==> src/rtl/mtww_pkg.sv <==
package mtww_pkg;

    // Defaults for the top-level parameters
    localparam int TRACKS_DEF      = 4;
    localparam int TRACK_DEPTH_DEF = 4096;
    localparam int MAX_WINDOW_DEF  = 64;

    // Field widths
    localparam int CMD_W   = 2;
    localparam int TRK_W   = 2;
    localparam int POS_W   = 12;
    localparam int VAL_W   = 16;
    localparam int WLEN_W  = 7;
    localparam int EN_W    = 4;
    localparam int WGT_W   = 26;
    localparam int LEN_W   = 13;
    // offset + delta + window fits here for any window up to 256
    localparam int SPOS_W  = 14;
    localparam int ACC_W   = 28;

    // Port widths
    localparam int S_TDATA_W  = 56;
    localparam int M_TDATA_W  = 32;
    localparam int CFG_ADDR_W = 1;
    localparam int CFG_DATA_W = 7;

    // Command codes on the input
    localparam logic [CMD_W-1:0] CMD_LOAD  = 2'd0;
    localparam logic [CMD_W-1:0] CMD_INIT  = 2'd1;
    localparam logic [CMD_W-1:0] CMD_SLIDE = 2'd2;

    // Operation kinds after classification
    localparam logic [1:0] OP_NOP   = 2'd0;
    localparam logic [1:0] OP_LOAD  = 2'd1;
    localparam logic [1:0] OP_INIT  = 2'd2;
    localparam logic [1:0] OP_SLIDE = 2'd3;

    // Register indexes
    localparam logic [CFG_ADDR_W-1:0] REG_WINDOW_LEN   = 1'd0;
    localparam logic [CFG_ADDR_W-1:0] REG_TRACK_ENABLE = 1'd1;

    // Q4.12 one and the weight saturation limits
    localparam logic signed [ACC_W-1:0] ACC_ONE  = 28'sd4096;
    localparam logic signed [ACC_W-1:0] ACC_WMAX = 28'sd33554431;
    localparam logic signed [ACC_W-1:0] ACC_WMIN = -28'sd33554432;

    typedef struct packed {
        logic [1:0]        kind;
        logic [TRK_W-1:0]  trk;
        logic [POS_W-1:0]  pos;
        logic [VAL_W-1:0]  value;
        logic              last;
        logic [SPOS_W-1:0] base;
    } op_t;

    typedef struct packed {
        logic [WLEN_W-1:0] window_len;
        logic [EN_W-1:0]   track_enable;
    } cfg_t;

endpackage

==> src/rtl/mtww_front.sv <==
module mtww_front #(
    parameter int TRACKS      = mtww_pkg::TRACKS_DEF,
    parameter int TRACK_DEPTH = mtww_pkg::TRACK_DEPTH_DEF
) (
    input  logic                           s_tvalid,
    output logic                           s_tready,
    input  logic [mtww_pkg::S_TDATA_W-1:0] s_tdata,
    input  logic [mtww_pkg::CMD_W-1:0]     s_tuser,
    input  logic                           s_tlast,
    input  logic                           q_full,
    output logic                           q_push,
    output mtww_pkg::op_t                  q_op
);

    localparam int NT = (TRACKS < 4) ? TRACKS : 4;

    logic [mtww_pkg::TRK_W-1:0] trk;
    logic [mtww_pkg::POS_W-1:0] pos;
    logic [mtww_pkg::VAL_W-1:0] value;
    logic [mtww_pkg::POS_W-1:0] offset;
    logic [mtww_pkg::POS_W-1:0] delta;
    logic                       load_ok;

    // Unpack the item
    assign trk    = s_tdata[1:0];
    assign pos    = s_tdata[13:2];
    assign value  = s_tdata[29:14];
    assign offset = s_tdata[41:30];
    assign delta  = s_tdata[53:42];

    assign s_tready = !q_full;
    assign q_push   = s_tvalid && !q_full;

    // Loads outside the stored tracks or positions are dropped
    assign load_ok = (32'(trk) < NT) && (32'(pos) < TRACK_DEPTH);

    // Classify the item and precompute the window base
    always_comb begin
        q_op.trk   = trk;
        q_op.pos   = pos;
        q_op.value = value;
        q_op.last  = s_tlast;
        q_op.base  = mtww_pkg::SPOS_W'(offset);
        q_op.kind  = mtww_pkg::OP_NOP;
        unique case (s_tuser)
            mtww_pkg::CMD_LOAD: begin
                q_op.kind = load_ok ? mtww_pkg::OP_LOAD : mtww_pkg::OP_NOP;
            end
            mtww_pkg::CMD_INIT: begin
                q_op.kind = mtww_pkg::OP_INIT;
            end
            mtww_pkg::CMD_SLIDE: begin
                q_op.kind = mtww_pkg::OP_SLIDE;
                q_op.base = mtww_pkg::SPOS_W'(offset) + mtww_pkg::SPOS_W'(delta);
            end
            default: begin
                q_op.kind = mtww_pkg::OP_NOP;
            end
        endcase
    end

endmodule

==> config.mk <==
export PLATFORM = sky130hd
export DESIGN_NAME = mtww_front
export DESIGN_NICKNAME = d
export VERILOG_FILES = /design/src/rtl/mtww_pkg.sv /design/src/rtl/mtww_front.sv
export SDC_FILE = /design/constraint.sdc
export NUM_CORES = 1
export LEC_CHECK = 0
export ABC_AREA = 1
export BUFFER_PORTS_ARGS = -buffer_cell sky130_fd_sc_hd__buf_4
export CAP_MARGIN = 10
export CORE_MARGIN = 2
export CORE_UTILIZATION = 35
export DETAILED_ROUTE_END_ITERATION = 7
export PLACE_DENSITY = 0.82
export RECOVER_POWER = 100
export SLEW_MARGIN = 20
export SYNTH_ARGS = -nofsm -noshare
export SYNTH_HDL_FRONTEND = slang
export SYNTH_SLANG_ARGS = --single-unit
==> constraint.sdc <==
create_clock -name vclk -period 2.1
set_clock_uncertainty 0.15 [all_clocks]
set_input_delay 0.42 -clock vclk [all_inputs]
set_output_delay 0.42 -clock vclk [all_outputs]
set_load 0.01 [all_outputs]
### After elaboration in Yosys (flattened, before gate mapping)

Cells that the tools add are included.

* add/sub/neg operators: 1
* equal/unequal tests: 2
* muxes and demuxes: 2
* reductions and logical operators: 3

Operators with widths (number)
* 14-bit 2-to-1 mux: 1
* 12-bit by 12-bit adder with 13-bit output: 1
* 2-bit case mux with 3 select lines: 1
* 2-bit by 1-bit equality test with 1-bit output (second input constant): 1
* 2-bit equality test (second input constant): 1
* 2-bit logical NOT: 1
* 1-bit logical AND: 1
* 1-bit logical NOT: 1

* register bits after elaboration: 0
* bits of input ports: 61
* output and inout bits: 49
* logic and storage cells: 8

### Depth between registers and ports, before layout

Gate-level depths: netlist of run 1.

* depth in word-level cells: 2
* gate-level depth with buffers: 10
* depth with buffers taken out: 10

### Worst setup path after synthesis of run 1

OpenSTA, ideal clock, no wires.

* kind: input -> output
* start: input port s_tdata[30] (netlist bit)
* end: output port q_op[6] (netlist bit)
* data arrival time: 1.643 ns
* data required time: 1.530 ns
* slack: -0.113 ns
* cell stages on the path: 9
* buffers on the path: 0
* cells stage by stage: ha_1 > fa_1 > nand2_1 > nand3_2 > nand2_1 > o21ai_1 > nand2_1 > nand2_1 > o21ai_1

RTL lines
* start: declaration: line mtww_front.sv:7 `input logic [mtww_pkg::S_TDATA_W-1:0] s_tdata,`
* end: declaration: line mtww_front.sv:12 `output mtww_pkg::op_t q_op`

==> out/results.ini, run 1 <==
[status]
outcome=finished with violations
violations=negative setup slack

[grt]
top_usage_layer=met2
grt-ovfl-total=0
track_usage_pct=16.00
grtUsageMet1_pct=18.54
grt.met2_usage_pct=30.43
antenna_found_initial=0
grt_pass1_wl_um=4809
grt_pass1_vias=1202
met3_usage_pct=1.919
grt_max_degree=10

[die]
ioPinCount=110
fp.coreArea_mm2=0.003053
rows=20
dieHeight_um=60.44
die_x_um=60.44
start_util_pct=36.52
die_area_mm2=0.003652

[final_layout]
flops_and_latches=0
multi_input_area_um2=952.2
clkbuf_count=0
num-fill-cells=314
layout_commonest_cell=nand2_1
area_growth_pct=39.62
seqCellArea_um2=0
diodes=0
layout.nets=304
drive_gt1_share_pct=44.69
layout_common_cells=nand2_1, buf_4, inv_1

[detailed_routing]
drc_errors=0
first_pass_iters=4
antenna_left=0
vias=1239
drtIter0Drc=32
post_drt_wl_per_cell_um=10.80
via_per_inst=4.589
drt-total-wl_um=2915

[synthesis]
synth.largest_area_cell=nand2_1
yosys_warnings=0
synth_area_leaders=nand2_1, buf_4, ha_1, inv_1, nand3_1
synth_top_area_share_pct=22.90
ys_seq_area_share_pct=0
synth_cell_types=23
synthesis.instances=201
syn_area_per_cell_um2=5.546
netlist_area_mm2=0.001115
syn_nets=277

[power]
powerDensity_mw_per_mm2=265.2
peakVddDrop_uv=89.86
leakage_uw=0.0008407

[setup_path]
worstPathRequired_ns=1.53
path_class=in -> out
worstSetupEndpointType=output port
crit_fanout=2
arrival_ns=1.68
crit_path_start_kind=input pin

[sta]
hold_viol=0
holdWs_ns=0.6900
drv_slew=0
fmax_ghz=0.4445
min_period_ns=2.250
rsz0062_at_grt=yes
fin_crit_sh_pct=107.1
worst_slack_ns=-0.1499
finalSetupViolations=10

[placed_design]
post-place-ws_ns=-0.2421
place_hpwl_um=2260
io_buffer_count=45
gp_congestion=0.8734

[flow_run]
cap_violations=0

[clock_network]
hold_buffers=0

[worst_hold_path]
hp-class=in -> out

[through the flow]
step                instances  setup TNS [ns]  area [um2]  util, %  total power (uW)
finish                    270         -0.8023        1556    50.98             412.8
global route              270          -1.645        1556    50.98             460.2
CTS                       270         -0.7411        1544    50.57             403.8
detailed placement        268          -1.563        1366    44.75             347.8
global placement          268          -1.472        1366    44.75             342.7
floorplan                 201               0        1139        -             264.2
[routing by layer]
layer | share of wire (%) | vias up | routed length (um)
met3 | 7.3 | 16 | 212
li1 | - | 649 | -
met1 | 42 | 533 | 1230
met5 | 0 | - | 0
met2 | 48 | 41 | 1410
met4 | 2.1 | 0 | 61
[area by class of cell]
| class | instances | share of cell area [%] |
|---|---|---|
| inverter | 28 | 6.752 |
| multi-input combinational | 139 | 61.17 |
| tap | 44 | 3.537 |
| timing repair buffer | 59 | 28.54 |
[final timing paths]
| kind | start | to | slack (ns) | cells past startpoint |
|---|---|---|---|---|
| setup / recovery | s_tdata[30] | q_op[12] | -0.15 | 12 |
| hold / removal | s_tdata[14] | q_op[15] | 0.69 | 0 |
[logic make-up (layout without fill, tap and decap cells)]
kind of cell	after synthesis	count (layout)	synth area share, %
and+or+nand+nor	106	106	41.08
AOI/OAI and AO/OA	15	15	7.182
xor gates and xnor gates	2	2	1.572
other	1	1	0.3364
buffers and inverters	62	87	32.32
adders and majority gates	15	15	17.51
[where the power goes]
group | total (uW) | internal, uW | leakage (uW) | switching, uW
Combinational | 413 | 204 | 0.000841 | 209
Clock | 0 | 0 | 0 | 0
Sequential | 0 | 0 | 0 | 0
Total | 413 | 204 | 0.000841 | 209
[worst max-delay path: stages]
cell	delay [ns]
buf_8	0.10
ha_4	0.15
fa_2	0.35
nand2_2	0.08
nand3_2	0.09
nand3_2	0.11
nand2_2	0.07
nand2_2	0.06
nand3_2	0.06
nand2_2	0.06
inv_2	0.03
buf_6	0.10
[Yosys cell counts, drive strengths merged]
cell,count
xor2,2
buf,33
conb,1
nand3b,1
ha,14
nand4,4
fa,1
clkbuf,1
inv,28
nand2,71
a31oi,1
nor3,1
nand3,16
nor2,12
o21ai,8
or2,1
a21oi,6
[timing repair]
item                       CTS  global route
setup endpoints to repair   11            11
pin swaps                    9             2
setup buffers                2             0
resized for setup           31             9
Power figures use the tool's default switching activity.
==> run 2, diff against run 1 <==
Settings changed: MAX_ROUTING_LAYER set to met4.
==> run 2 against run 1 <==
Compared with the run above:
- the run still ends with negative setup slack left
- critical path type unchanged
- setup slack improved by 0.0054 ns
- clock-buffer cell count did not move
- hold slack is the same
- routed wire length is 5.7% lower
==> out/results.ini, run 2 (synthesis gave the netlist of run 1 again) <==
[grt]
grt_pass1_vias=1192  ; -0.83%
grt_max_degree=9  ; -1
grt-ovfl-total=0  ; unchanged
antenna_found_initial=0  ; unchanged
track_usage_pct=15.92  ; -0.081 points
grt_pass1_wl_um=4685  ; -2.6%

[die]
die_x_um=60.44  ; unchanged
dieHeight_um=60.44  ; unchanged
fp.coreArea_mm2=0.003053  ; unchanged
rows=20  ; unchanged
die_area_mm2=0.003652  ; unchanged
ioPinCount=110  ; unchanged
start_util_pct=36.52  ; unchanged

[placed_design]
gp_congestion=0.8789  ; +0.63%
post-place-ws_ns=-0.2345  ; +0.007588 ns
place_hpwl_um=2241  ; -0.82%
place_inst=268  ; unchanged
io_buffer_count=45  ; unchanged

[detailed_routing]
first_pass_iters=4  ; unchanged
vias=1237  ; -0.16%
drt-total-wl_um=2750  ; -5.7%
antenna_left=0  ; unchanged
drtIter0Drc=23  ; -28%
drc_errors=0  ; unchanged
post_drt_wl_per_cell_um=10.22  ; -5.3%
via_per_inst=4.599  ; +0.21%

[sta]
fmax_ghz=0.4455  ; +0.24%
rsz0062_at_grt=yes
hold_viol=0  ; unchanged
fin_crit_sh_pct=106.9  ; -0.26 points
drv_slew=0  ; unchanged
worst_slack_ns=-0.1445  ; +0.005405 ns
finalSetupViolations=9  ; -1
min_period_ns=2.245  ; -0.005405 ns

[final_layout]
area_growth_pct=37.82
final_util_pct=50.33  ; -0.66 points
seqCellArea_um2=0  ; unchanged
layout.nets=303  ; -0.33%
layout_common_cells=nand2_1, buf_4, inv_1
fin_cells=269  ; -0.37%
layout_commonest_cell=nand2_1
diodes=0  ; unchanged
clkbuf_count=0  ; unchanged
drive_gt1_share_pct=43.11  ; -1.6 points
flops_and_latches=0  ; unchanged

[setup_path]
path_class=in -> out
slowest_delay_ns=0.35  ; about the same
crit_buf_inv=2  ; -1
crit_path_start_kind=input pin
worstPathRequired_ns=1.53  ; about the same
crit_chain=buf_6, ha_4, fa_2, nand2_2, nand3_2, nand2_2, o21ai_2, nand2_1, nand2_1, o21ai_2, buf_4
crit_path_top_delay_cell=fa_2
crit_family=adder cells
arrival_ns=1.67  ; about the same
worstSetupEndpointType=output port
crit_fanout=2  ; unchanged

[flow_run]
cap_violations=0  ; unchanged

[worst_hold_path]
min_to=q_op[15]
hp-class=in -> out
hold_depth=0  ; unchanged
min_from=s_tdata[14]

[status]
violations=negative setup slack
outcome=finished with violations

[power]
peakVddDrop_uv=91.21  ; +1.5%
design_power_total_uw=404.5  ; -2.0%
leakage_uw=0.0008261  ; -1.7%
powerDensity_mw_per_mm2=263.3  ; -0.72%

==> run 2: cell types whose count changed in the layout (fill, tap and decap cells not counted), sizes merged <==
cell,change
buf,-3
clkbuf,+2
==> run 2: where the power goes <==
group / total, uW / internal [uW] / switching (uW) / leakage [uW]
Sequential: 0 / 0 / 0 / 0
Combinational: 405 / 200 / 205 / 0.000826
Clock: 0 / 0 / 0 / 0
==> run 2: layout make-up <==
class	count	area, um2
fillers	350	1516
inverters	28	105.1
multi-input cells	139	950.9
well taps	44	55.05
repair buffers	58	425.4
==> run 2: stage by stage <==
stage / cell area (um2) / TNS, ns / hold WS (ns)
3_3_place_gp: 1366 / -1.475 / 0.6901
2_1_floorplan: 1139 / 0 / 0.7335
4_1_cts: 1553 / -0.6953 / 0.6901
6_report: 1536 / -0.7030 / 0.6900
3_5_place_dp: 1366 / -1.509 / 0.6901
5_1_grt: 1536 / -1.658 / 0.6900
==> run 2: per-layer routing <==
layer / track usage [%] / part of all wire [%]
met1: 19.69 / 44
met4: 3.416 / 1.6
met3: 0.6397 / 7.3
met2: 28.73 / 47
met5: - / 0
==> run 2: how the worst max path moves through the flow <==
stage / cells past startpoint / slack [ns] / end / start
finish: 11 / -0.14 / q_op[6] / s_tdata[30]
global placement: 12 / -0.24 / q_op[12] / s_tdata[30]
CTS: 11 / -0.15 / q_op[6] / s_tdata[30]
detailed placement: 11 / -0.23 / q_op[6] / s_tdata[30]
floorplan: 9 / 0.02 / q_op[6] / s_tdata[30]
global route: 11 / -0.25 / q_op[6] / s_tdata[42]
==> run 2: timing repair <==
item / in CTS / in global routing
pin swaps: 11 / 2
resized for setup: 34 / 3
hold buffers: 0 / 0
gates cloned: 0 / 0
setup endpoints to repair: 11 / 11
setup buffers: 1 / 0
==> run 3, diff against run 2 <==
Settings changed: ABC_AREA 1 to unset, CORE_UTILIZATION 35 to 34, PLACE_DENSITY 0.82 to 0.8.
==> run 3 against run 2 <==
Compared with the run above:
- first-iteration DRC count grew 100%
- core utilization grew 5.2 points
- maximum frequency fell by 16%
- global-route usage up 1.2 points
- the run still ends with negative setup slack left
==> out/results.ini, run 3 <==
[status]
outcome=finished with violations
violations=negative setup slack

[clock_network]
hold_buffers=0  ; unchanged

[setup_path]
crit_path_start_kind=input pin
arrival_ns=2.09  ; +0.42 ns
path_class=in -> out
worstPathRequired_ns=1.53  ; about the same
cp-endpoint=q_op[4]
worstSetupEndpointType=output port
startpoint=s_tdata[42]
crit_fanout=3  ; +1

[grt]
grt_max_degree=11  ; +2
antenna_found_initial=0  ; unchanged
grt_pass1_vias=1152  ; -3.4%
track_usage_pct=17.13  ; +1.2 points
grt-ovfl-total=0  ; unchanged
grt_pass1_wl_um=4836  ; +3.2%

[synthesis]
synth.largest_area_cell=buf_4
yosys_warnings=0  ; unchanged
synth_top_area_share_pct=21.99  ; -0.90 points
synth_most_common_cell=buf_4
netlist_top_cells_count=buf_4, ha_1, a21oi_1
netlist_area_mm2=0.001092  ; -2.0%
synth_area_leaders=buf_4, ha_1, mux2_2, a21oi_1, xnor2_1
syn_area_per_cell_um2=7.692  ; +39%
ys_seq_area_share_pct=0  ; unchanged
synthesis.instances=142  ; -29%
synth_cell_types=45  ; +96%
syn_nets=218  ; -21%

[final_layout]
fin_cells=232  ; -14%
layout_common_cells=buf_4, buf_6, ha_4
clkbuf_count=0  ; unchanged
drive_gt1_share_pct=62.77  ; +20 points
layout_commonest_cell=buf_4
diodes=0  ; unchanged
seqCellArea_um2=0  ; unchanged
area_growth_pct=55.10
flops_and_latches=0  ; unchanged
final_cell_area_mm2=0.001694  ; +10%
layout.nets=266  ; -12%

[power]
design_power_total_uw=477.6  ; +18%
peakVddDrop_uv=141.5  ; +55%
powerDensity_mw_per_mm2=281.9  ; +7.1%
leakage_uw=0.0007677  ; -7.1%

[die]
dieHeight_um=60.68  ; +0.41%
fp.coreArea_mm2=0.003053  ; unchanged
ioPinCount=110  ; unchanged
rows=20  ; unchanged
start_util_pct=35.78  ; -0.74 points
die_area_mm2=0.003682  ; +0.81%
die_x_um=60.68  ; +0.41%

[sta]
worst_slack_ns=-0.5641  ; -0.4196 ns
min_period_ns=2.664  ; +0.4196 ns
fin_crit_sh_pct=126.9  ; +20 points
relSlewSlack_pct=57.10
tightest_slew_ns=0.6367
rsz0062_at_grt=yes
finalSetupViolations=10  ; +1
hold_viol=0  ; unchanged
fmax_ghz=0.3754  ; -16%
drv_slew=0  ; unchanged

[detailed_routing]
first_pass_iters=4  ; unchanged
drc_errors=0  ; unchanged
drt-total-wl_um=2988  ; +8.7%
drtIter0Drc=46  ; +100%
antenna_left=0  ; unchanged
post_drt_wl_per_cell_um=12.88  ; +26%
vias=1165  ; -5.8%
via_per_inst=5.022  ; +9.2%

[placed_design]
gp_congestion=0.8369  ; -4.8%
place_hpwl_um=2067  ; -7.8%
post-place-ws_ns=-0.6606  ; -0.4261 ns
place_area_mm2=0.001446  ; +5.9%
place_inst=220  ; -18%
io_buffer_count=45  ; unchanged

[worst_hold_path]
hp-class=in -> out

[flow_run]
cap_violations=0  ; unchanged

==> run 3: cell count changes after synthesis, moves of 3 or more <==
cell      previous run  this run
xnor2_1              0         4
nor2_1              10         4
inv_1               28         6
nand2_1             68         6
mux2_2               0         6
nor2b_1              0         4
a21o_1               0         3
nand3_1             14         3
nand2_2              3         0
a21oi_1              5        10
o211ai_1             0         3
==> run 3: cell type report <==
cell class	count	area [um2]
multi-input cells	101	977.2
well taps	44	55.05
repair buffers	81	639.4
fillers	287	1359
inverters	6	22.52
==> run 3: worst max-delay path: stages <==
cell	delay, ns
buf_6	0.10
ha_4	0.15
fa_2	0.35
a21o_4	0.23
buf_4	0.13
buf_6	0.11
a21oi_4	0.14
xnor2_1	0.08
mux2_4	0.26
buf_6	0.12
==> run 3: kinds of logic after synthesis <==
logic type / synth area share (%)
buf+inv: 26.69
compound gates: 26.92
simple gates: 17.87
fa+ha+maj: 17.87
mux: 7.102
xor+xnor: 3.207
other cells: 0.3433
==> run 3: metal layers <==
metal | vias to the layer above | GRT usage (%) | wire length (um)
li1 | 579 | - | -
met1 | 537 | 20.59 | 1267
met2 | 39 | 30.57 | 1542
met3 | 10 | 1.066 | 161
met4 | 0 | 4.969 | 17
met5 | - | - | 0
==> run 3: stage by stage <==
step | setup TNS [ns] | hold WS (ns) | util [%]
after global routing | -5.076 | 0.6900 | 55.49
final | -4.256 | 0.6900 | 55.49
after CTS | -3.636 | 0.6901 | 54.39
after global placement | -4.122 | 0.6901 | 47.38
after floorplan | -1.187 | 0.7335 | -
after detailed placement | -4.279 | 0.6901 | 47.38
==> run 3: worst min-delay path by stage <==
stage / start / endpoint / slack, ns / cells after the start
after floorplan: q_full / s_tready / 0.73 / 1
after global placement: s_tdata[20] / q_op[21] / 0.69 / 0
after detailed placement: s_tdata[20] / q_op[21] / 0.69 / 0
after CTS: s_tdata[20] / q_op[21] / 0.69 / 0
after global routing: s_tdata[19] / q_op[20] / 0.69 / 0
final: s_tdata[16] / q_op[17] / 0.69 / 0
==> run 3: power by group <==
group          internal [uW]  leakage [uW]  switching [uW]
logic                    272      0.000768             206
clock network              0             0               0
registers                  0             0               0
==> run 3: timing repair <==
item	CTS	global route
pin swaps	19	4
buffers inserted	7	3
cloned	2	0
resized for setup	30	6
endpoints found under the setup margin	13	14
