$ cat config.mk
export PLATFORM = sky130hd
export DESIGN_NAME = mtww_queue
export DESIGN_NICKNAME = d
export VERILOG_FILES = /design/src/rtl/mtww_pkg.sv /design/src/rtl/mtww_queue.sv
export SDC_FILE = /design/constraint.sdc
export NUM_CORES = 1
export LEC_CHECK = 0
export CAP_MARGIN = 20
export CORE_MARGIN = 4
export CORE_UTILIZATION = 62
export CTS_CLUSTER_SIZE = 25
export DETAILED_ROUTE_END_ITERATION = 7
export DONT_BUFFER_PORTS = 1
export PLACE_DENSITY_LB_ADDON = 0.3
export SLEW_MARGIN = 15
export SYNTH_ARGS = -nofsm -noshare
export SYNTH_HDL_FRONTEND = slang
export SYNTH_SLANG_ARGS = --single-unit
$ cat constraint.sdc
create_clock -name aclk -period 3.8 [get_ports aclk]
set_input_delay 0.76 -clock aclk [delete_from_list [all_inputs] [get_ports aclk]]
set_output_delay 0.76 -clock aclk [all_outputs]
set_load 0.005 [all_outputs]
$ cat src/rtl/mtww_pkg.sv
package mtww_pkg;

    // Defaults for the top-level parameters
    localparam int TRACKS_DEF      = 4;
    localparam int TRACK_DEPTH_DEF = 4096;
    localparam int MAX_WINDOW_DEF  = 64;

    // Field widths
    localparam int CMD_W   = 2;
    localparam int TRK_W   = 2;
    localparam int POS_W   = 12;
    localparam int VAL_W   = 16;
    localparam int WLEN_W  = 7;
    localparam int EN_W    = 4;
    localparam int WGT_W   = 26;
    localparam int LEN_W   = 13;
    // offset + delta + window fits here for any window up to 256
    localparam int SPOS_W  = 14;
    localparam int ACC_W   = 28;

    // Port widths
    localparam int S_TDATA_W  = 56;
    localparam int M_TDATA_W  = 32;
    localparam int CFG_ADDR_W = 1;
    localparam int CFG_DATA_W = 7;

    // Command codes on the input
    localparam logic [CMD_W-1:0] CMD_LOAD  = 2'd0;
    localparam logic [CMD_W-1:0] CMD_INIT  = 2'd1;
    localparam logic [CMD_W-1:0] CMD_SLIDE = 2'd2;

    // Operation kinds after classification
    localparam logic [1:0] OP_NOP   = 2'd0;
    localparam logic [1:0] OP_LOAD  = 2'd1;
    localparam logic [1:0] OP_INIT  = 2'd2;
    localparam logic [1:0] OP_SLIDE = 2'd3;

    // Register indexes
    localparam logic [CFG_ADDR_W-1:0] REG_WINDOW_LEN   = 1'd0;
    localparam logic [CFG_ADDR_W-1:0] REG_TRACK_ENABLE = 1'd1;

    // Q4.12 one and the weight saturation limits
    localparam logic signed [ACC_W-1:0] ACC_ONE  = 28'sd4096;
    localparam logic signed [ACC_W-1:0] ACC_WMAX = 28'sd33554431;
    localparam logic signed [ACC_W-1:0] ACC_WMIN = -28'sd33554432;

    typedef struct packed {
        logic [1:0]        kind;
        logic [TRK_W-1:0]  trk;
        logic [POS_W-1:0]  pos;
        logic [VAL_W-1:0]  value;
        logic              last;
        logic [SPOS_W-1:0] base;
    } op_t;

    typedef struct packed {
        logic [WLEN_W-1:0] window_len;
        logic [EN_W-1:0]   track_enable;
    } cfg_t;

endpackage

$ cat src/rtl/mtww_queue.sv
module mtww_queue (
    input  logic          aclk,
    input  logic          aresetn,
    input  logic          push,
    input  mtww_pkg::op_t din,
    output logic          full,
    input  logic          pop,
    output mtww_pkg::op_t dout,
    output logic          empty
);

    mtww_pkg::op_t slot_reg [2];
    logic          wr_ptr_reg;
    logic          rd_ptr_reg;
    logic [1:0]    count_reg;
    logic [1:0]    count_next;

    assign full  = (count_reg == 2'd2);
    assign empty = (count_reg == 2'd0);
    assign dout  = slot_reg[rd_ptr_reg];

    always_comb begin
        count_next = count_reg;
        if (push && !pop) begin
            count_next = count_reg + 2'd1;
        end else if (pop && !push) begin
            count_next = count_reg - 2'd1;
        end
    end

    // Pointers and fill level
    always_ff @(posedge aclk) begin
        if (!aresetn) begin
            wr_ptr_reg <= 1'b0;
            rd_ptr_reg <= 1'b0;
            count_reg  <= 2'd0;
        end else begin
            if (push) begin
                wr_ptr_reg <= !wr_ptr_reg;
            end
            if (pop) begin
                rd_ptr_reg <= !rd_ptr_reg;
            end
            count_reg <= count_next;
        end
    end

    // Item storage
    always_ff @(posedge aclk) begin
        if (push) begin
            slot_reg[wr_ptr_reg] <= din;
        end
    end

endmodule

* After elaboration in Yosys (flattened, before gate mapping) *
Memory sizes are Yosys's and may differ from the RTL's. A register that Yosys moved wholly into a read port is not among the register bits.
Cells that the tools add are included.

operators by class
  $add $sub $neg = 2
  equality and inequality tests = 1
  muxes and demuxes = 6
  reduce and logical (&&, ||, !) cells = 8

operators with widths
  operator                                                            number
  1-bit logical NOT                                                   4
  1-bit two-way mux                                                   4
  2-bit two-way mux                                                   2
  2-bit by 1-bit adder with 2-bit output, second input constant       1
  2-bit == test, second input constant                                1
  1-bit logical AND                                                   2
  2-bit logical NOT                                                   1
  2-bit nonzero test                                                  1
  2-bit by 1-bit subtractor with 2-bit output, second input constant  1

word-level totals
  register bits = 4
  RAM bits = 94
  input bits = 51
  output and inout port bits = 49
  logic and storage cells = 21
  memories kept = 1

memory list
  memory    depth  width  read ports  clocked after memory_dff  wr ports  line              RTL
  slot_reg  2      47     1           1                         1         mtww_queue.sv:12  mtww_pkg::op_t slot_reg [2];

* Logic depth before layout (Yosys ltp) *
Gate-level depths: netlist of the first run.

  depth after elaboration = 4
  gate-level depth with buffers = 5
  gate-level depth less buffers = 5

* Worst setup path before layout of the first run *
No wires, ideal clock.

  kind = input to register
  from = input push
  to = memory slot_reg[0][0] (netlist bit), enable pin
  setup time = 0.458 ns
  arrival = 2.879 ns
  data required time = 3.342 ns
  setup slack = 0.462 ns
  stages = 1
  buffers on the path = 0
  path through = nor2b_1

between the ends
  word-level cells in the longest chain between the ends = 2

ends and longest elaborated chain
  item                                     line              RTL
  start: declaration                       mtww_queue.sv:4   input logic push,
  1-bit two-way mux                        mtww_queue.sv:50  if (push) begin
  1-bit two-way mux (implied by the code)  mtww_queue.sv:51  slot_reg[wr_ptr_reg] <= din;
  end: declaration                         mtww_queue.sv:12

No other way between the ends.

==> results of run 1 <==
-- worst reg2reg max path, cell delays in order, from the launching register on --
cell and delay (ps):
dfxtp_1 350, nor2b_4 640, buf_4 430
-- synth_stat cells --
library cell / count
edfxtp_1: 94
mux2_2: 47
dfxtp_1: 5
and2_1: 4
buf_6: 3
nor2b_1: 2
xor2_1: 2
a21boi_1: 1
and2b_2: 1
buf_2: 1
buf_4: 1
ha_1: 1
inv_1: 1
nor2_1: 1
o21a_1: 1
o21ai_0: 1
or3_1: 1
xnor2_1: 1
-- metal layers --
| metal | up-vias | track usage [%] |
|---|---|---|
| met4 | 0 | 9.78 |
| met1 | 707 | 17.6 |
| met3 | 18 | 8.44 |
| met2 | 73 | 27.3 |
| li1 | 670 | - |
| met5 | - | 0 |
-- how the worst max path moves through the flow --
stage,end,cells after the start
after global placement,dout[12],1
after detailed placement,dout[15],1
after floorplan,slot_reg[0][0]$_DFFE_PP_,1
final,dout[32],2
after global routing,dout[41],2
after CTS,dout[15],1
-- through the flow --
stage	power, uW	cells	hold WS (ps)
after detailed placement	1450	236	501
after global routing	2210	254	476
after floorplan	1420	168	466
after global placement	1440	236	478
after CTS	2130	252	486
final	2110	254	505
-- final cells by class --
| type | instances | area [sq um] | area share, % |
|---|---|---|---|
| multi-input cells | 63 | 653 | 16.6 |
| clock inverters | 5 | 77.6 | 1.98 |
| repair buffers | 3 | 47.5 | 1.21 |
| well taps | 72 | 90.1 | 2.29 |
| inverters | 1 | 3.75 | 0.0956 |
| flip-flops and latches | 99 | 2920 | 74.5 |
| clock buffers | 11 | 131 | 3.35 |
-- cell families after synthesis --
kind of cell	count (synthesis)	synth area share, %
xor gates and xnor gates	3	0.727
DFF	99	80.8
adders and majority gates	1	0.346
AOI/OAI and AO/OA	3	0.553
buffers and inverters	6	1.38
and+or+nand+nor	9	1.56
muxes	47	14.6
-- power by group through the flow --
stage                     sequential [uW]  clock [uW]  combinational (uW)
after floorplan                      1300           0                 126
after global routing                 1290         761                 154
after detailed placement             1320           0                 128
after global placement               1310           0                 124
final                                1280         690                 140
after CTS                            1290         706                 129
==> key figures, run 1 <==
Drt
  – Vias after detailed routing: 1468
  – DRC viols: 0
  – WL met1: ~1900 microns
  – Vias per std cell: between 5 and 6
  – DRT iter0 DRCs: 99
  – Routed Wire Length: 5600 microns
  – Max layer used: met4
  – Routed len/inst: 22.0 microns
  – Router iterations before antenna repair: 4
  – Wire length on met2: between 2000 and 3000 microns
  – Final ANT Viol Nets: 0
  – WL met3: about 650 microns

Placed design
  – Port Buffers: 0
  – Dpl cell area: roughly 0.0037 sq mm
  – Placer Congestion: 0.773
  – Pre-CTS setup slack: around 1600 ps
  – HPWL after DPL: 3660 microns

Clock tree
  – H-tree levels: 3
  – Postcts setup bufs: 0
  – CTS max path bufs: 2
  – Latest clock arrival within the worst-skew pair: approximately 340 ps
  – Post_cts resized: 0
  – Sink Count: 99
  – CTS Buf Count: 9
  – Clock Tree Root: clkbuf_8
  – CTS tree: built
  – Hold buffer count at cts: 0
  – CTS clk-pin slew, worst paths: roughly 90 ps

Power and ir drop
  – Worst vdd ir: 329 uV
  – Sequential Power Share: approximately three fifths
  – Logic pwr share: roughly 6.6%
  – LEAKAGE: around 0.0013 uW
  – Clk network pwr share: between 30% and 40%
  – Switching part of the total: between 10% and 20%
  – Cell internal pwr: around 1700 uW
  – Psw: roughly 420 uW
  – Cell area power density: ~540 mW/mm^2

STA
  – TNS Setup: 0 ps
  – Tcrit/Tclk final: 62.5%
  – Final hold violations: 0
  – Final min period: 2370 ps
  – Max Slew Vio Count: 0
  – Setup violators final: 0
  – Post-route setup slack: around 1400 ps
  – Skew final: 5.31 ps
  – Max_slew headroom: 46.5%
  – Worst Tran Pin Value: about 800 ps
  – RSZ-0062 raised after global routing: no
  – FMAX: 0.421 GHz

Floorplanning
  – Core area: 0.00557 sq mm
  – Rows: 27
  – Die area: approximately 0.0071 sq mm
  – Starting density of the core: 64.9%
  – Die W: between 80 and 90 microns
  – Die Ht: roughly 84 microns
  – Ports: 100

Cells and area
  – Antenna Cells: 0
  – Final nets: around 230
  – Most common cell after layout, fill and taps aside: edfxtp_1
  – Layout fillers: 371
  – Post-layout util: a little over two thirds
  – P&R area growth vs syn: 8.58%
  – Layout cells sized above 1: between 30% and 40%
  – Most frequent cells in the layout: 94 x edfxtp_1, 47 x mux2_2, 9 x clkbuf_8, 4 x dfxtp_1, 3 x and2_1
  – Max reg flops: 94
  – Finished Cell Area: between 0.003 and 0.004 sq mm

Critical path
  – Crit path buffers/inverters: 1
  – R2r startpoint: wr_ptr_reg$_SDFFE_PN0P_
  – Worst Path Required: ~3000 ps
  – Crit path max-delay family: flip-flops
  – Startpoint types: register
  – Reg2Reg Capture Point: slot_reg[0][13]$_DFFE_PP_
  – R2R cell count: 2
  – CP Capture Type: primary output
  – CP cell instances: buf_12, mux2_2
  – Data arrival, critical path: 1610 ps
  – Crit-path max cell delay: around 640 ps
  – Crit path max fanout: 27
  – Worst reg2reg setup slack: between 2000 and 2500 ps
  – Critical path type: register to primary output
  – Slowest cell on crit path: dfxtp_2

Global routing
  – Largest net degree at the start of global routing: 48
  – GRT Util Overall: about 17%
  – Initial antenna violation count: 0
  – First-pass GRT wire length: around 8700 microns
  – Vias in the first global route: between 1500 and 2000
  – GRT overflow: 0

Yosys
  – Syn Inst Count: approximately 170
  – Syn Area/Cell: 21.5 sq um
  – Synth area leaders: edfxtp_1 78%, mux2_2 15%, dfxtp_1 2.8%
  – Synth top area share: around four fifths
  – Netlist cell types: 18
  – Post-synthesis register bit count: 99
  – Syn_nets: between 200 and 250
  – Synth Warn #: 0
  – Largest area contributor in the netlist: edfxtp_1
  – Netlist Area Pre-Place: 0.00362 sq mm
  – Seq/Total Area, Yosys: between 80% and 90%

Hold path
  – Hold_sp: din[2]
  – Hold Path End: slot_reg[1][2]$_DFFE_PP_
  – Min-delay worst type: primary input to register
  – Hold Path Depth: 0

Outcome
  – Status: complete, no violations

Job
  – Max-cap violations: 0
Note: power is estimated with default switching activity, not from simulation.
==> run 2: changes to the inputs <==
--- a/config.mk
+++ b/config.mk
@@ -5,9 +5,10 @@
 export SDC_FILE = /design/constraint.sdc
 export NUM_CORES = 1
 export LEC_CHECK = 0
+export ABC_AREA = 1
 export CAP_MARGIN = 20
 export CORE_MARGIN = 4
-export CORE_UTILIZATION = 62
+export CORE_UTILIZATION = 56
 export CTS_CLUSTER_SIZE = 25
 export DETAILED_ROUTE_END_ITERATION = 7
 export DONT_BUFFER_PORTS = 1
==> constraint.sdc (replaced) <==
create_clock -name aclk -period 1.95 [get_ports aclk]
set_input_delay 0.39 -clock aclk [delete_from_list [all_inputs] [get_ports aclk]]
set_output_delay 0.39 -clock aclk [all_outputs]
set_load 0.005 [all_outputs]
==> run 2 against run 1 <==
Compared with the run above:
- worst hold slack worse by 370 ps
- register-to-register slack worse by 1300 ps
- power rose by 100%
- critical path depth unchanged
- global-route usage decreased by 2.0 points
- via count rose by 3.6%
- combinational power grew 110%
- die area is 13% higher
- synthesized cell count is 7.7% higher
- cell area grew 4.6%
- clock skew is 2.5 ps higher
- setup slack worse by 1300 ps
- largest power group unchanged
==> key figures, run 2 <==
Critical path
  – Startpoint types: register
  – CP cell instances: buf_4, mux2_2
  – Data arrival, critical path: between 1000 and 1500 ps
  – Crit path max fanout: 20
  – Crit path buffers/inverters: 1
  – Crit path max-delay family: multiplexers
  – CP Capture Type: primary output
  – Crit-path max cell delay: slightly below 400 ps
  – Worst Path Required: 1560 ps
  – Slowest cell on crit path: mux2_2
  – Critical path type: register to primary output

Drt
  – Routed Wire Length: around 5600 microns
  – Vias per std cell: about 5.6
  – Final ANT Viol Nets: 0
  – DRT iter0 DRCs: between 60 and 70
  – Router iterations before antenna repair: 4
  – Routed len/inst: 20.3 microns
  – DRC viols: 0
  – Vias after detailed routing: 1521

Cells and area
  – Layout cells sized above 1: 36.0%
  – P&R area growth vs syn: 9.76%
  – Antenna Cells: 0
  – Finished Cell Area: roughly 0.0041 sq mm
  – Final nets: approximately 240
  – Most common cell after layout, fill and taps aside: edfxtp_1
  – Max reg flops: 94
  – Most frequent cells in the layout: 94 x edfxtp_1, 30 x mux2_4, 17 x mux2_2, 9 x clkbuf_8

Clock tree
  – Latest clock arrival within the worst-skew pair: between 300 and 400 ps
  – H-tree levels: 3
  – CTS max path bufs: 2
  – CTS clk-pin slew, worst paths: roughly 100 ps
  – Post_cts resized: 0
  – CTS tree: built
  – Clock Tree Root: clkbuf_8
  – Sink Count: 99
  – Postcts setup bufs: 0
  – CTS Buf Count: 9
  – Hold buffer count at cts: 0

STA
  – Final min period: between 1500 and 2000 ps
  – Final hold slack: between 100 and 150 ps
  – Worst Tran Pin Value: between 300 and 400 ps
  – RSZ-0062 raised after global routing: no
  – FMAX: 0.559 GHz
  – TNS Setup: 0 ps
  – Skew final: ~7.8 ps
  – Max Slew Vio Count: 0
  – Post-route setup slack: 161 ps
  – Tcrit/Tclk final: between 90% and 100%
  – Max_slew headroom: between 70% and 80%
  – Final hold violations: 0
  – Setup violators final: 0

Floorplanning
  – Starting density of the core: between 50 and 60%
  – Die Ht: 89.8 microns
  – Rows: 29
  – Ports: 100
  – Die W: around 90 microns
  – Core area: between 0.006 and 0.007 sq mm
  – Die area: approximately 0.008 sq mm

Yosys
  – Netlist cell types: 14
  – Main combinational cell family by area after synthesis: multiplexers
  – Syn Area/Cell: just over 20 sq um
  – Multiplexer area fraction after synthesis: approximately 17%
  – Count leader, synth: edfxtp_1
  – Synth Warn #: 0
  – Seq/Total Area, Yosys: roughly 80%
  – Synth top area share: around 75%
  – Adder-cell share of the synthesized area: less than 1%
  – Post-synth EDFFs: between 90 and 100
  – Simple-gate share of the synthesized area: ~2%
  – Synth area leaders: edfxtp_1 75%, mux2_4 12%, mux2_2 5.1%
  – Post-synthesis register bit count: a little under 100
  – Synth Area in Compound Gates: less than 1%
  – Netlist Area Pre-Place: 0.00374 sq mm
  – Post-synth top cells: 94 x edfxtp_1, 30 x mux2_4, 17 x mux2_2
  – Syn Inst Count: 181
  – Largest area contributor in the netlist: edfxtp_1
  – Post-synth ARST share: 0%
  – Synth Area in XOR/XNOR: 0%
  – Ys flop type: edfxtp_1
  – Syn_nets: between 200 and 250

Job
  – Max-cap violations: 0

Global routing
  – M1 GR Usage: ~17%
  – Initial antenna violation count: 0
  – Busiest grt layer: met2
  – Largest net degree at the start of global routing: 48
  – Met3 GRT Util: around 7.5%
  – Vias in the first global route: roughly 1700
  – GRT overflow: 0
  – GRT Util Overall: around 15%
  – Met2 Use GR: 23.9%
  – First-pass GRT wire length: ~9100 microns

Power and ir drop
  – Pwr Total: roughly 4300 uW
  – Worst vdd ir: ~650 uV
  – LEAKAGE: around 0.0015 uW
  – Cell area power density: 1050 mW/mm^2

Hold path
  – Min-delay worst type: primary input to register

Placed design
  – Pre-CTS setup slack: around 500 ps
  – Placer Congestion: about 0.66
  – Port Buffers: 0
  – Dpl cell area: between 0.003 and 0.004 sq mm

Outcome
  – Status: complete, no violations
## run 2: changes by cell type after synthesis, sizes merged, moves of 2 or more
cell	before	now
nand2	0	8
nor2	1	9
inv	1	8
and2	4	0
nor2b	2	0
xor2	2	0
## run 2: worst paths after layout
kind | start | endpoint | slack (ps) | cells past startpoint
hold reg to reg | rd_ptr_reg$_SDFFE_PN0P_ | rd_ptr_reg$_SDFFE_PN0P_ | 530 | 2
hold / removal | din[0] | slot_reg[0][0]$_DFFE_PP_ | 140 | 0
setup / recovery | register | dout[40] | 160 | 2
setup reg to reg | wr_ptr_reg$_SDFFE_PN0P_ | slot_reg[1][44]$_DFFE_PP_ | 760 | 3
## run 2: power by group
group          internal, uW  total, uW  switching (uW)
Combinational           148        300             152
Sequential             2450       2490            32.7
Clock                   863       1520             661
Total                  3460       4310             845
## run 2: layer usage
metal,share of wire [%],routed length (microns)
met1,37,2030
met2,51,2860
met3,11,598
met4,1.2,65
met5,0,0
## run 2: cells by family after synthesis
family | after synthesis
fa+ha+maj | 1
compound gates | 2
flops | 99
mux | 47
simple gates | 19
buf+inv | 13
## run 2: through the flow
stage               util (%)  cells
global route            64.0    274
CTS                     64.0    274
global placement        60.1    258
detailed placement      60.1    258
finish                  64.0    274
floorplan                  -    181
## run 2: area by class of cell
cell class,instances,area (sq um)
Tap cell,77,96.3
Sequential cell,99,2920
Clock buffer,9,124
Fill cell,442,2310
Timing Repair Buffer,5,62.6
Inverter,8,30.0
Multi-Input combinational cell,69,747
Clock inverter,7,124
==> run 3: changes to the inputs <==
--- a/config.mk
+++ b/config.mk
@@ -5,14 +5,13 @@
 export SDC_FILE = /design/constraint.sdc
 export NUM_CORES = 1
 export LEC_CHECK = 0
-export ABC_AREA = 1
 export CAP_MARGIN = 20
 export CORE_MARGIN = 4
 export CORE_UTILIZATION = 56
-export CTS_CLUSTER_SIZE = 25
+export CTS_CLUSTER_SIZE = 20
 export DETAILED_ROUTE_END_ITERATION = 7
 export DONT_BUFFER_PORTS = 1
-export PLACE_DENSITY_LB_ADDON = 0.3
+export PLACE_DENSITY = 0.8
 export SLEW_MARGIN = 15
 export SYNTH_ARGS = -nofsm -noshare
 export SYNTH_HDL_FRONTEND = slang
==> run 3 against run 2 <==
Compared with the run above:
- sequential share of layout area rose by 3.4 points
- die area decreased by 3.1%
- worst hold slack hardly changed
- clock-buffer cell count up 2
- utilization shrank 1.8 points
- register-to-register slack is essentially flat
- maximum frequency decreased by 1.6%
- sequential power about the same
- largest cell class unchanged
==> key figures, run 3 (synthesized netlist as in run 1, its figures left out) <==
Cells and area
  – Most common cell after layout, fill and taps aside: edfxtp_1
  – Layout cells sized above 1: 38.0%
  – Layout fillers: about 450
  – Antenna Cells: 0
  – Final nets: around 230
  – P&R area growth vs syn: 8.44%
  – Area occupied by multi-input gates: approximately 650 sq um
  – Most frequent cells in the layout: 94 x edfxtp_1, 47 x mux2_2, 9 x clkbuf_8, 4 x dfxtp_1, 4 x buf_4
  – Max reg flops: 94
  – Register Area: ~0.003 sq mm
  – Post-layout util: between 60% and 70%

Clock tree
  – CTS max path bufs: 2
  – CTS clk-pin slew, worst paths: 90 ps
  – Latest clock arrival within the worst-skew pair: around 340 ps
  – CTS tree: built
  – Sink Count: just under 100
  – Post_cts resized: 0
  – H-tree levels: 3
  – Postcts setup bufs: 0
  – CTS Buf Count: 9
  – Clock Tree Root: clkbuf_8
  – Hold buffer count at cts: 0

STA
  – Max_slew headroom: 78.3%
  – Skew final: 13.2 ps
  – Worst Tran Pin Value: 325 ps
  – FMAX: 0.550 GHz
  – Tcrit/Tclk final: between 90% and 100%
  – Setup violators final: 0
  – Final hold slack: about 140 ps
  – TNS Setup: 0 ps
  – Final hold violations: 0
  – Max Slew Vio Count: 0
  – Final min period: 1820 ps
  – RSZ-0062 raised after global routing: no

Floorplanning
  – Die W: around 90 microns
  – Ports: 100
  – Core area: roughly 0.0063 sq mm
  – Die area: between 0.007 and 0.008 sq mm
  – Rows: 29
  – Starting density of the core: roughly 57%
  – Die Ht: slightly below 90 microns

Critical path
  – Startpoint types: register
  – Crit path max fanout: 35
  – R2R cell count: 2
  – Critical path type: register to primary output
  – Worst Path Required: around 1600 ps
  – R2r startpoint: wr_ptr_reg$_SDFFE_PN0P_
  – Reg2Reg Capture Point: slot_reg[1][15]$_DFFE_PP_
  – Setup crit end: dout[37]
  – Data arrival, critical path: about 1400 ps
  – Worst reg2reg setup slack: around 760 ps
  – CP Capture Type: primary output

Global routing
  – GRT Util Overall: 14.7%
  – First-pass GRT wire length: ~8300 microns
  – Largest net degree at the start of global routing: 36
  – GRT overflow: 0
  – Initial antenna violation count: 0
  – Met3 GRT Util: under 10%
  – Met2 Use GR: between 20% and 30%
  – Vias in the first global route: between 1500 and 2000
  – M1 GR Usage: between 15 and 20%
  – Busiest grt layer: met2

Placed design
  – Placer Congestion: ~0.68
  – Port Buffers: 0
  – HPWL after DPL: a little under 4000 microns

Outcome
  – Status: complete, no violations

Drt
  – DRT iter0 DRCs: 68
  – DRC viols: 0
  – Vias per std cell: between 5 and 6
  – Routed Wire Length: roughly 5500 microns
  – Router iterations before antenna repair: 4
  – Final ANT Viol Nets: 0
  – Vias after detailed routing: about 1500
  – Routed len/inst: around 21 microns

Power and ir drop
  – Worst vdd ir: approximately 640 uV
  – Cell area power density: between 1000 and 1500 mW/mm^2
  – LEAKAGE: 0.00128 uW
  – Pwr Total: about 4000 uW

Job
  – Max-cap violations: 0

Hold path
  – Min-delay worst type: primary input to register
-- run 3: cell types whose count changed in the layout (fill, tap and decap cells not counted), moves of 3 or more --
cell,delta
mux2_4,-30
mux2_2,+30
nor2_1,-7
nand2_1,-8
inv_1,-6
and2_1,+3
-- run 3: cell type report --
class	instances	area share, %
flip-flops and latches	99	74.6
inverters	1	0.0957
clock buffers	11	3.35
multi-input cells	63	16.7
clock inverters	5	1.56
repair buffers	5	1.28
well taps	77	2.46
-- run 3: through the flow --
step	setup WS [ps]	cell area [sq um]	std cells
6_report	132	3920	261
5_1_grt	44.1	3920	261
4_1_cts	16.2	3920	261
3_5_place_dp	385	3730	245
3_3_place_gp	431	3730	245
2_1_floorplan	23.8	3620	168
-- run 3: worst max-delay path, stage by stage, from the launching register on --
cell     delay, ps
dfxtp_4        460
buf_12         230
mux2_2         380
-- run 3: worst min-delay path by stage --
| stage | start | endpoint | slack, ps | depth (start not counted) |
|---|---|---|---|---|
| after floorplan | count_reg[1]$_SDFFE_PN0P_ | count_reg[1]$_SDFFE_PN0P_ | 470 | 2 |
| after CTS | din[24] | slot_reg[0][24]$_DFFE_PP_ | 120 | 0 |
| after global placement | count_reg[1]$_SDFFE_PN0P_ | count_reg[1]$_SDFFE_PN0P_ | 480 | 2 |
| after detailed placement | din[46] | slot_reg[1][46]$_DFFE_PP_ | 490 | 0 |
| after global routing | din[4] | slot_reg[0][4]$_DFFE_PP_ | 100 | 0 |
| final | din[26] | slot_reg[1][26]$_DFFE_PP_ | 140 | 0 |
-- run 3: where the power goes --
group          internal [uW]  leakage [uW]  switching (uW)  total, uW
clock                    599     0.0000862             639       1240
combinational            138      0.000268             143        282
sequential              2450      0.000924            40.2       2490
-- run 3: routing by layer --
layer	wire [microns]	vias up
met4	58	0
met3	643	9
li1	-	675
met5	0	-
met2	2790	73
met1	2040	726
